[src/rtl/assert_macros.svh]
`ifndef ASSERT_MACROS_SVH
`define ASSERT_MACROS_SVH

// Every assertion samples on the rising edge of clk and is off while rst_n is low.

`define ASSERT_ALWAYS(label, expr, msg) \
    label: assert property (@(posedge clk) disable iff (!rst_n) (expr)) else $error(msg);

`define ASSERT_NEXT(label, ante, cons, msg) \
    label: assert property (@(posedge clk) disable iff (!rst_n) (ante) |=> (cons)) \
        else $error(msg);

`endif

[src/rtl/tft_pkg.sv]
`default_nettype none

package tft_pkg;

    localparam int DEPTH   = 5;
    localparam int VALUE_W = 16;
    localparam int COUNT_W = 3;

    typedef logic [VALUE_W-1:0] value_t;
    typedef logic [COUNT_W-1:0] count_t;
    typedef value_t [DEPTH-1:0] slots_t;

    localparam value_t EMPTY_READ = 16'hFFFF;
    localparam count_t FULL_COUNT = COUNT_W'(DEPTH);

    typedef struct packed {
        logic   clear;
        value_t new_value;
    } item_t;

endpackage

`default_nettype wire

[src/rtl/tft_if.sv]
`default_nettype none

interface tft_sample_if
    import tft_pkg::*;
();
    logic   valid;
    logic   ready;
    logic   clear;
    value_t new_value;

    modport source (output valid, output clear, output new_value, input ready);
    modport sink (input valid, input clear, input new_value, output ready);
endinterface

interface tft_result_if
    import tft_pkg::*;
();
    logic   valid;
    logic   ready;
    count_t kept_count;
    value_t kept_0;
    value_t kept_1;
    value_t kept_2;
    value_t kept_3;
    value_t kept_4;

    modport source (
        output valid, output kept_count,
        output kept_0, output kept_1, output kept_2, output kept_3, output kept_4,
        input ready
    );
    modport sink (
        input valid, input kept_count,
        input kept_0, input kept_1, input kept_2, input kept_3, input kept_4,
        output ready
    );
endinterface

`default_nettype wire

[src/rtl/tft_update.sv]
`default_nettype none

module tft_update
    import tft_pkg::*;
(
    input  wire item_t  item,
    input  wire count_t count,
    input  wire slots_t slots,
    output count_t      count_next,
    output slots_t      slots_next
);

    logic [DEPTH-1:0] held;
    logic [DEPTH-1:0] above;
    logic [DEPTH-1:0] below;
    logic             full;
    logic             evict;

    always_comb
    begin
        for (int i = 0; i < DEPTH; i++)
        begin
            held[i]  = COUNT_W'(i) < count;
            above[i] = slots[i] > item.new_value;
            below[i] = slots[i] < item.new_value;
        end
        full  = (count >= FULL_COUNT);
        evict = below[0];
    end

    always_comb
    begin
        slots_next = slots;
        count_next = count;
        if (item.clear)
        begin
            slots_next = '0;
            count_next = '0;
        end
        else if (!full)
        begin
            // Sorted insert: larger held values move up one slot.
            for (int i = 0; i < DEPTH; i++)
            begin
                if (held[i] && !above[i])
                begin
                    slots_next[i] = slots[i];
                end
                else if (i == 0)
                begin
                    slots_next[i] = item.new_value;
                end
                else if (!above[i-1] || !held[i-1])
                begin
                    slots_next[i] = item.new_value;
                end
                else
                begin
                    slots_next[i] = slots[i-1];
                end
            end
            count_next = count + 1'b1;
        end
        else if (evict)
        begin
            // The smallest value drops out and smaller values move down one slot.
            for (int i = 0; i < DEPTH - 1; i++)
            begin
                if (below[i+1])
                begin
                    slots_next[i] = slots[i+1];
                end
                else if (i == 0 || below[i])
                begin
                    slots_next[i] = item.new_value;
                end
                else
                begin
                    slots_next[i] = slots[i];
                end
            end
            slots_next[DEPTH-1] = below[DEPTH-1] ? item.new_value : slots[DEPTH-1];
        end
    end

endmodule

`default_nettype wire

[src/rtl/top_five_tracker.sv]
// Top-five tracker: keeps the five largest 16-bit samples seen since the last clear.
// The sample channel carries clear and new_value; each transaction either empties
// the store (clear high, new_value ignored) or offers new_value to it.
// The result channel returns one transaction per sample transaction, in order:
// kept_count (0 to 5) and kept_0 to kept_4, the held values in ascending order,
// with every slot at or above kept_count reading 65535.
// A sample is registered in the input register; the sorted insert or replacement
// and the result are then computed combinationally and written to the result
// register, where result valid rises; a stalled receiver can hold the sample
// in the input register until the result register can take the result.
// Throughput is one sample per cycle while results are taken; the update is five
// parallel compares and a slot select, so consecutive samples see each other.
// When the receiver stalls, the result register holds and the input register
// still takes one more sample; sample.ready drops only when both are full.
// Reset empties the store, sets the count to zero and drops any pending
// transaction; the block takes samples in the first cycle after reset.
`default_nettype none

`include "assert_macros.svh"

module top_five_tracker
    import tft_pkg::*;
(
    input  wire           clk,
    input  wire           rst_n,
    tft_sample_if.sink    sample,
    tft_result_if.source  result
);

    item_t  item_reg;
    logic   item_valid_reg;
    count_t count_reg;
    slots_t slots_reg;
    count_t out_count_reg;
    slots_t kept_reg;
    logic   out_valid_reg;

    count_t count_next;
    slots_t slots_next;
    slots_t kept_next;
    logic   advance;
    logic   take;
    logic   sorted_ok;

    assign advance      = !out_valid_reg || result.ready;
    assign sample.ready = !item_valid_reg || advance;
    assign take         = sample.valid && sample.ready;

    tft_update u_update (
        .item       (item_reg),
        .count      (count_reg),
        .slots      (slots_reg),
        .count_next (count_next),
        .slots_next (slots_next)
    );

    always_comb
    begin
        for (int i = 0; i < DEPTH; i++)
        begin
            kept_next[i] = (COUNT_W'(i) < count_next) ? slots_next[i] : EMPTY_READ;
        end
    end

    always_ff @(posedge clk or negedge rst_n)
    begin
        if (!rst_n)
        begin
            item_valid_reg <= 1'b0;
            out_valid_reg  <= 1'b0;
            count_reg      <= '0;
            slots_reg      <= '0;
        end
        else
        begin
            if (take)
            begin
                item_valid_reg <= 1'b1;
            end
            else if (advance)
            begin
                item_valid_reg <= 1'b0;
            end

            if (item_valid_reg && advance)
            begin
                count_reg     <= count_next;
                slots_reg     <= slots_next;
                out_valid_reg <= 1'b1;
            end
            else if (result.ready)
            begin
                out_valid_reg <= 1'b0;
            end
        end
    end

    always_ff @(posedge clk)
    begin
        if (take)
        begin
            item_reg.clear     <= sample.clear;
            item_reg.new_value <= sample.new_value;
        end
        if (item_valid_reg && advance)
        begin
            out_count_reg <= count_next;
            kept_reg      <= kept_next;
        end
    end

    assign result.valid      = out_valid_reg;
    assign result.kept_count = out_count_reg;
    assign result.kept_0     = kept_reg[0];
    assign result.kept_1     = kept_reg[1];
    assign result.kept_2     = kept_reg[2];
    assign result.kept_3     = kept_reg[3];
    assign result.kept_4     = kept_reg[4];

    always_comb
    begin
        sorted_ok = 1'b1;
        for (int i = 1; i < DEPTH; i++)
        begin
            if (COUNT_W'(i) < count_reg && slots_reg[i-1] > slots_reg[i])
            begin
                sorted_ok = 1'b0;
            end
        end
    end

    `ASSERT_ALWAYS(a_count_bound, count_reg <= FULL_COUNT, "Held count exceeds five.")
    `ASSERT_ALWAYS(a_store_sorted, sorted_ok, "Held values are not in ascending order.")
    `ASSERT_NEXT(a_clear_empties, item_valid_reg && item_reg.clear && advance,
        count_reg == '0 && out_count_reg == '0 && out_valid_reg,
        "A clear did not empty the store.")

endmodule

`default_nettype wire

[src/flat_wrapper.sv]
// flat-port wrapper written by rule: the top's interface ports become plain ports
module top_five_tracker_flat import tft_pkg::*;
  (clk, rst_n, sample_valid, sample_clear, sample_new_value, sample_ready, result_valid, result_kept_count, result_kept_0, result_kept_1, result_kept_2, result_kept_3, result_kept_4, result_ready);
  tft_sample_if sample_i ();
  tft_result_if result_i ();
  input  wire clk;
  input  wire rst_n;
  input wire logic [$bits(sample_i.valid)-1:0] sample_valid;
  input wire logic [$bits(sample_i.clear)-1:0] sample_clear;
  input wire logic [$bits(sample_i.new_value)-1:0] sample_new_value;
  output wire logic [$bits(sample_i.ready)-1:0] sample_ready;
  output wire logic [$bits(result_i.valid)-1:0] result_valid;
  output wire logic [$bits(result_i.kept_count)-1:0] result_kept_count;
  output wire logic [$bits(result_i.kept_0)-1:0] result_kept_0;
  output wire logic [$bits(result_i.kept_1)-1:0] result_kept_1;
  output wire logic [$bits(result_i.kept_2)-1:0] result_kept_2;
  output wire logic [$bits(result_i.kept_3)-1:0] result_kept_3;
  output wire logic [$bits(result_i.kept_4)-1:0] result_kept_4;
  input wire logic [$bits(result_i.ready)-1:0] result_ready;
  assign sample_i.valid = sample_valid;
  assign sample_i.clear = sample_clear;
  assign sample_i.new_value = sample_new_value;
  assign sample_ready = sample_i.ready;
  assign result_valid = result_i.valid;
  assign result_kept_count = result_i.kept_count;
  assign result_kept_0 = result_i.kept_0;
  assign result_kept_1 = result_i.kept_1;
  assign result_kept_2 = result_i.kept_2;
  assign result_kept_3 = result_i.kept_3;
  assign result_kept_4 = result_i.kept_4;
  assign result_i.ready = result_ready;
  top_five_tracker u_core (.clk(clk), .rst_n(rst_n), .sample(sample_i), .result(result_i));
endmodule
[config.mk]
export PLATFORM = sky130hd
export DESIGN_NAME = top_five_tracker_flat
export DESIGN_NICKNAME = d
export VERILOG_FILES = /design/src/rtl/tft_pkg.sv /design/src/rtl/tft_if.sv /design/src/rtl/tft_update.sv /design/src/rtl/top_five_tracker.sv /design/src/flat_wrapper.sv
export VERILOG_INCLUDE_DIRS = /design/src /design/src/rtl
export SDC_FILE = /design/constraint.sdc
export NUM_CORES = 1
export LEC_CHECK = 0
export ABC_CLOCK_PERIOD_IN_PS = 4300
export BUFFER_PORTS_ARGS = -buffer_cell sky130_fd_sc_hd__buf_4
export CAP_MARGIN = 40
export CORE_AREA = 2 2 138 167
export DETAILED_ROUTE_END_ITERATION = 7
export DIE_AREA = 0 0 140 169
export HOLD_SLACK_MARGIN = 0.06
export PLACE_DENSITY_LB_ADDON = 0.2
export SLEW_MARGIN = 20
export SYNTH_ARGS = -nofsm -noshare
export SYNTH_HDL_FRONTEND = slang
export SYNTH_SLANG_ARGS = --single-unit
[constraint.sdc]
create_clock -name clk -period 4.3 [get_ports clk]
set_input_delay 0.86 -clock clk [delete_from_list [all_inputs] [get_ports clk]]
set_output_delay 0.86 -clock clk [all_outputs]
set_load 0.01 [all_outputs]
==> metrics.txt, run 1 <==
GPL Wtd Cong 0.9565; Setup TNS 0 ns; Area after DPL 0.01288 mm^2; R2R cell count 10; cell area after synthesis 0.01170 mm^2; Max Cap Viol 0; DRC viols 2; Die X-Extent 140 um; relative slew slack 39.27%; CTS-repair resized insts 0; most common cell after layout, fill and taps aside buf_4; Clock transition at path regs 0.07 ns; hold buffer count at CTS 0; post-route cell area 0.01347 mm^2; Die Area 0.02366 mm^2; # diodes 0; clock root buffer clkbuf_16; Slew @ Worst Pin 0.9110 ns; post-route insts no fill 1498; Crit. End Element flip-flop; grt ovf 0; sequential area share after synthesis 43.85%; port bufs 105; Skew-Pair Late Insertion Delay 0.45 ns; synthesized area per cell 10.48 um^2; vias in the first global route 9881; post-synthesis cell count 1116; share of layout cells above drive strength 1 18.79%; FF/Latch Area 0.005130 mm^2; CTS buffer count 17; CTS tree done; Post-synth top flop edfxtp_1; largest net degree at the start of global routing 53; RSZ-0062 raised after global routing false; post-DR vias/cell 6.750; Seq cells post-synth 185; htree depth 4; fin nets 1309; Clock Skew 0.01085 ns; antenna viol nets, final 0; Tmin final 3.884 ns; syn nets 1219; Worst path slowest cell or4_1; Async S/R FF share, synth 45.95%; FMAX 257.4 MHz; CP Cell Sequence inv_1, ha_1, nor2b_1, o211ai_1, a21oi_1, or4_1, a21oi_2, nand3_1, nor2_1, a221oi_1; drt initial violations 1305; Fillers 1840; Synth cell types 67; setup ws final 0.4157 ns; Layout area overhead 15.17%; first-pass GRT wire length 55.84 mm; Hold Path Class primary input to async pin; Crit path max-delay family simple AND/OR/NAND/NOR gates; total power draw 7.201 mW; arrival time of the worst setup path 4.04 ns; Final Max Slew Viols 0; PD cells 534.5 mW/mm^2; Req. time, crit path 4.46 ns; initial antenna violation count 0; wire per inst 23.81 um; critical path type flip-flop to flip-flop; Boundary Pins 106; CP Buf/Inv Count 1; Post-Route WL 35.66 mm; Die Y 169 um; crit start category flip-flop; pre-CTS setup slack 0.5064 ns; Post-CTS Setup Bufs 0; gr usage total 30.30%; R2R Path Start u_core.item_reg[1]$_DFFE_PP_; placed insts 1466; Max VDD drop 314.0 uV; Final HPWL DP 25.45 mm; via count 10110; area leader, netlist edfxtp_1; First-pass DRT Iterations 8; cell count along the critical path 10; CP max FO 16; final worst path period share 90.33%; Max clock buf depth 2; core area 0.02215 mm^2; final setup vio count 0; Initial Utilization 52.82%; crit path from u_core.item_reg[1]$_DFFE_PP_; count of final hold-check violations 0; main area contributors after synthesis edfxtp_1, dfrtp_1, ha_1; Site Rows 60; Largest register FFs 80; most frequent cells in the layout buf_4, nor2_1, edfxtp_1; CP max stage delay 0.74 ns; status finished with violations; Multi-input gate area 0.005978 mm^2; Lkg Pwr 5.692 nW; Post-synth EDFFs 100; failing checks design-rule violations; top-area cell type share of the netlist area 25.67%; clock sinks 185; synth warn 0
## metal layers
| metal | global-route usage, % | vias to the layer above | wire [um] |
|---|---|---|---|
| met4 | 13.39 | 0 | 1423 |
| met5 | 0 | - | 0 |
| met1 | 40.91 | 4880 | 14590 |
| met3 | 4.752 | 113 | 2870 |
| li1 | - | 4498 | - |
| met2 | 48.64 | 620 | 16780 |
## cell type report
cell class | instances | share of cell area (%)
Clock inverter | 14 | 1.198
Timing Repair Buffer | 160 | 9.250
Clock buffer | 18 | 3.185
Tap cell | 279 | 2.591
Inverter | 47 | 1.328
Sequential cell | 185 | 38.08
Multi-Input combinational cell | 795 | 44.37
## synthesized netlist by cell type, types with 30 or more instances
master / number
a21oi_1: 35
a221o_1: 30
a221oi_1: 48
clkbuf_1: 54
dfrtp_1: 85
edfxtp_1: 100
ha_1: 82
inv_1: 47
mux2i_1: 92
nand2_1: 58
nor2_1: 112
o21ai_0: 77
o221ai_1: 32
## cells by family after synthesis
family                   share of synthesized area (%)
adder cells (fa/ha/maj)                          8.770
AO/OA/AOI/OAI                                    23.11
XOR/XNOR                                       0.07488
AND/OR/NAND/NOR                                  9.679
multiplexers                                     9.219
buffers and inverters                            5.294
flip-flops                                       43.85
## report_power, final
part           leakage (nW)  internal (mW)  switching, mW
clock                 0.295          0.875          0.767
combinational          3.51           1.21           1.60
sequential             1.89           2.28          0.469
## through the flow
step | hold slack, ns | util, %
final | 0.3232 | 60.84
after global routing | 0.3381 | 60.84
after CTS | 0.3195 | 60.84
after detailed placement | 0.4771 | 58.17
after global placement | 0.4684 | 57.88
after floorplan | 0.4569 | -
## worst paths after layout
kind	slack, ns	to
worst max register to register	0.42	u_core.result.kept_4[1]$_SDFFCE_PP1P_
worst min-delay path	0.32	u_core.slots_reg[25]$_DFFE_PN0P_
min in group clk	0.49	u_core.result.valid$_DFFE_PN0P_
max in group asynchronous	3.33	u_core.slots_reg[58]$_DFFE_PN0P_
worst min register to register	0.49	u_core.result.valid$_DFFE_PN0P_
worst max-delay path	0.42	u_core.result.kept_4[1]$_SDFFCE_PP1P_
Note: power is estimated with default switching activity, not from simulation.
==> inputs of run 2 (changes only) <==
--- a/config.mk
+++ b/config.mk
@@ -7,7 +7,7 @@
 export NUM_CORES = 1
 export LEC_CHECK = 0
 export ABC_CLOCK_PERIOD_IN_PS = 4300
-export BUFFER_PORTS_ARGS = -buffer_cell sky130_fd_sc_hd__buf_4
+export BUFFER_PORTS_ARGS = -buffer_cell sky130_fd_sc_hd__buf_2
 export CAP_MARGIN = 40
 export CORE_AREA = 2 2 138 167
 export DETAILED_ROUTE_END_ITERATION = 7
==> metrics.txt, run 2 (synthesized netlist as in run 1, its figures left out) <==
status finished with violations (unchanged); failing checks design-rule violations (unchanged); final worst path period share 90.07% (was 90.33%); Skew-Pair Late Insertion Delay 0.45 ns (about the same); Largest register FFs 80 (unchanged); CP max FO 12 (was 16); Site Rows 60 (unchanged); first-pass GRT wire length 55.35 mm (was 55.84 mm); crit start category flip-flop (unchanged); DRC viols 5 (was 2); via count 9977 (was 10110); FMAX 258.2 MHz (was 257.4 MHz); CTS tree done (unchanged); share of layout cells above drive strength 1 18.65% (was 18.79%); final setup vio count 0 (unchanged); Crit. End Element flip-flop (unchanged); post-route cell area 0.01326 mm^2 (was 0.01347 mm^2); clock root buffer clkbuf_16 (unchanged); antenna viol nets, final 0 (unchanged); Lkg Pwr 5.562 nW (was 5.692 nW); Max clock buf depth 2 (unchanged); Worst path slowest cell edfxtp_1 (was or4_1); most frequent cells in the layout nor2_1, buf_2, edfxtp_1 (was buf_4, nor2_1, edfxtp_1); R2R Path Start u_core.item_reg[14]$_DFFE_PP_ (was u_core.item_reg[1]$_DFFE_PP_); # diodes 0 (unchanged); wire per inst 23.59 um (was 23.81 um); initial antenna violation count 0 (unchanged); clock sinks 185 (unchanged); crit path from u_core.item_reg[14]$_DFFE_PP_ (was u_core.item_reg[1]$_DFFE_PP_); Die Area 0.02366 mm^2 (unchanged); critical path type flip-flop to flip-flop (unchanged); vias in the first global route 9651 (was 9881); post-DR vias/cell 6.669 (was 6.750); Die X-Extent 140 um (unchanged); fin nets 1307 (was 1309); port bufs 105 (unchanged); CTS-repair resized insts 0 (unchanged); Boundary Pins 106 (unchanged); core area 0.02215 mm^2 (unchanged); drt initial violations 1203 (was 1305); Slew @ Worst Pin 0.8097 ns (was 0.9110 ns); Final Max Slew Viols 0 (unchanged); Die Y 169 um (unchanged); largest net degree at the start of global routing 53 (unchanged); htree depth 4 (unchanged); gr usage total 29.94% (was 30.30%); R2R cell count 10 (unchanged); Req. time, crit path 4.48 ns (was 4.46 ns); Max VDD drop 323.4 uV (was 314.0 uV); Setup TNS 0 ns (unchanged); Finished Core Util 59.85% (was 60.84%); grt ovf 0 (unchanged); Final HPWL DP 25.59 mm (was 25.45 mm); CP Cell Sequence inv_1, ha_1, nand4_1, or3_1, a21oi_1, or4_1, or2_1, mux2_2, o21ai_0, a221oi_1 (was inv_1, ha_1, nor2b_1, o211ai_1, a21oi_1, or4_1, a21oi_2, nand3_1, nor2_1, a221oi_1); Layout area overhead 13.30% (was 15.17%); Initial Utilization 52.82% (unchanged); most common cell after layout, fill and taps aside nor2_1 (was buf_4); RSZ-0062 raised after global routing false (unchanged); GPL Wtd Cong 0.9187 (was 0.9565); relative slew slack 46.02% (was 39.27%); Post-Route WL 35.29 mm (was 35.66 mm); Max Cap Viol 0 (unchanged); Post-CTS Setup Bufs 0 (unchanged); Area after DPL 0.01264 mm^2 (was 0.01288 mm^2); Hold Path Class primary input to async pin (unchanged); hold buffer count at CTS 0 (unchanged); Clock transition at path regs 0.08 ns (was 0.07 ns); arrival time of the worst setup path 4.05 ns (was 4.04 ns); CTS buffer count 17 (unchanged); CP max stage delay 0.57 ns (was 0.74 ns); Clock Skew 0.01428 ns (was 0.01085 ns); total power draw 7.175 mW (was 7.201 mW); count of final hold-check violations 0 (unchanged); PD cells 541.3 mW/mm^2 (was 534.5 mW/mm^2); First-pass DRT Iterations 8 (unchanged); reg2reg setup slack 0.43 ns (was 0.42 ns); Tmin final 3.873 ns (was 3.884 ns)
[run 2: critical path: cells and delay by family (launching register included)]
family | cells | cell delay (ns)
AND/OR/NAND/NOR | 4 | 1.57
flip-flops | 1 | 0.57
multiplexers | 1 | 0.39
AO/OA/AOI/OAI | 3 | 0.50
adder cells (fa/ha/maj) | 1 | 0.36
buffers and inverters | 1 | 0.23
[run 2: cell type report]
type,count,area (um^2)
tap,279,349.1
timing repair buffer,158,1003
sequential,185,5130
inverter,47,178.9
clock inverter,14,178.9
fill,1905,8891
multi-input combinational,795,5976
clock buffer,18,439.2
[run 2: report_power, final]
group | switching [mW] | leakage, nW | internal (mW) | total (mW)
registers | 0.470 | 1.89 | 2.28 | 2.75
logic | 1.59 | 3.37 | 1.15 | 2.74
clock network | 0.785 | 0.300 | 0.900 | 1.68
[run 2: layer usage]
metal | part of all wire [%] | track usage [%]
met3 | 6.8 | 4.328
met4 | 2.9 | 11.02
met2 | 48 | 49.58
met1 | 42 | 40.31
met5 | 0 | 0
[run 2: through the flow]
stage | hold WS [ns] | worst slack (ns) | instances
2_1_floorplan | 0.4569 | 1.137 | 1116
3_3_place_gp | 0.4799 | 0.5481 | 1462
3_5_place_dp | 0.4854 | 0.5029 | 1464
4_1_cts | 0.3530 | 0.4784 | 1496
5_1_grt | 0.3721 | 0.1888 | 1496
6_report | 0.3446 | 0.4268 | 1496
[run 2: path summary, 6_finish.rpt]
kind,end
max in group asynchronous,u_core.slots_reg[52]$_DFFE_PN0P_
max reg2reg,u_core.result.kept_4[5]$_SDFFCE_PP1P_
min in group clk,u_core.result.valid$_DFFE_PN0P_
max,u_core.result.kept_4[5]$_SDFFCE_PP1P_
min reg2reg,u_core.result.valid$_DFFE_PN0P_
min,u_core.slots_reg[9]$_DFFE_PN0P_
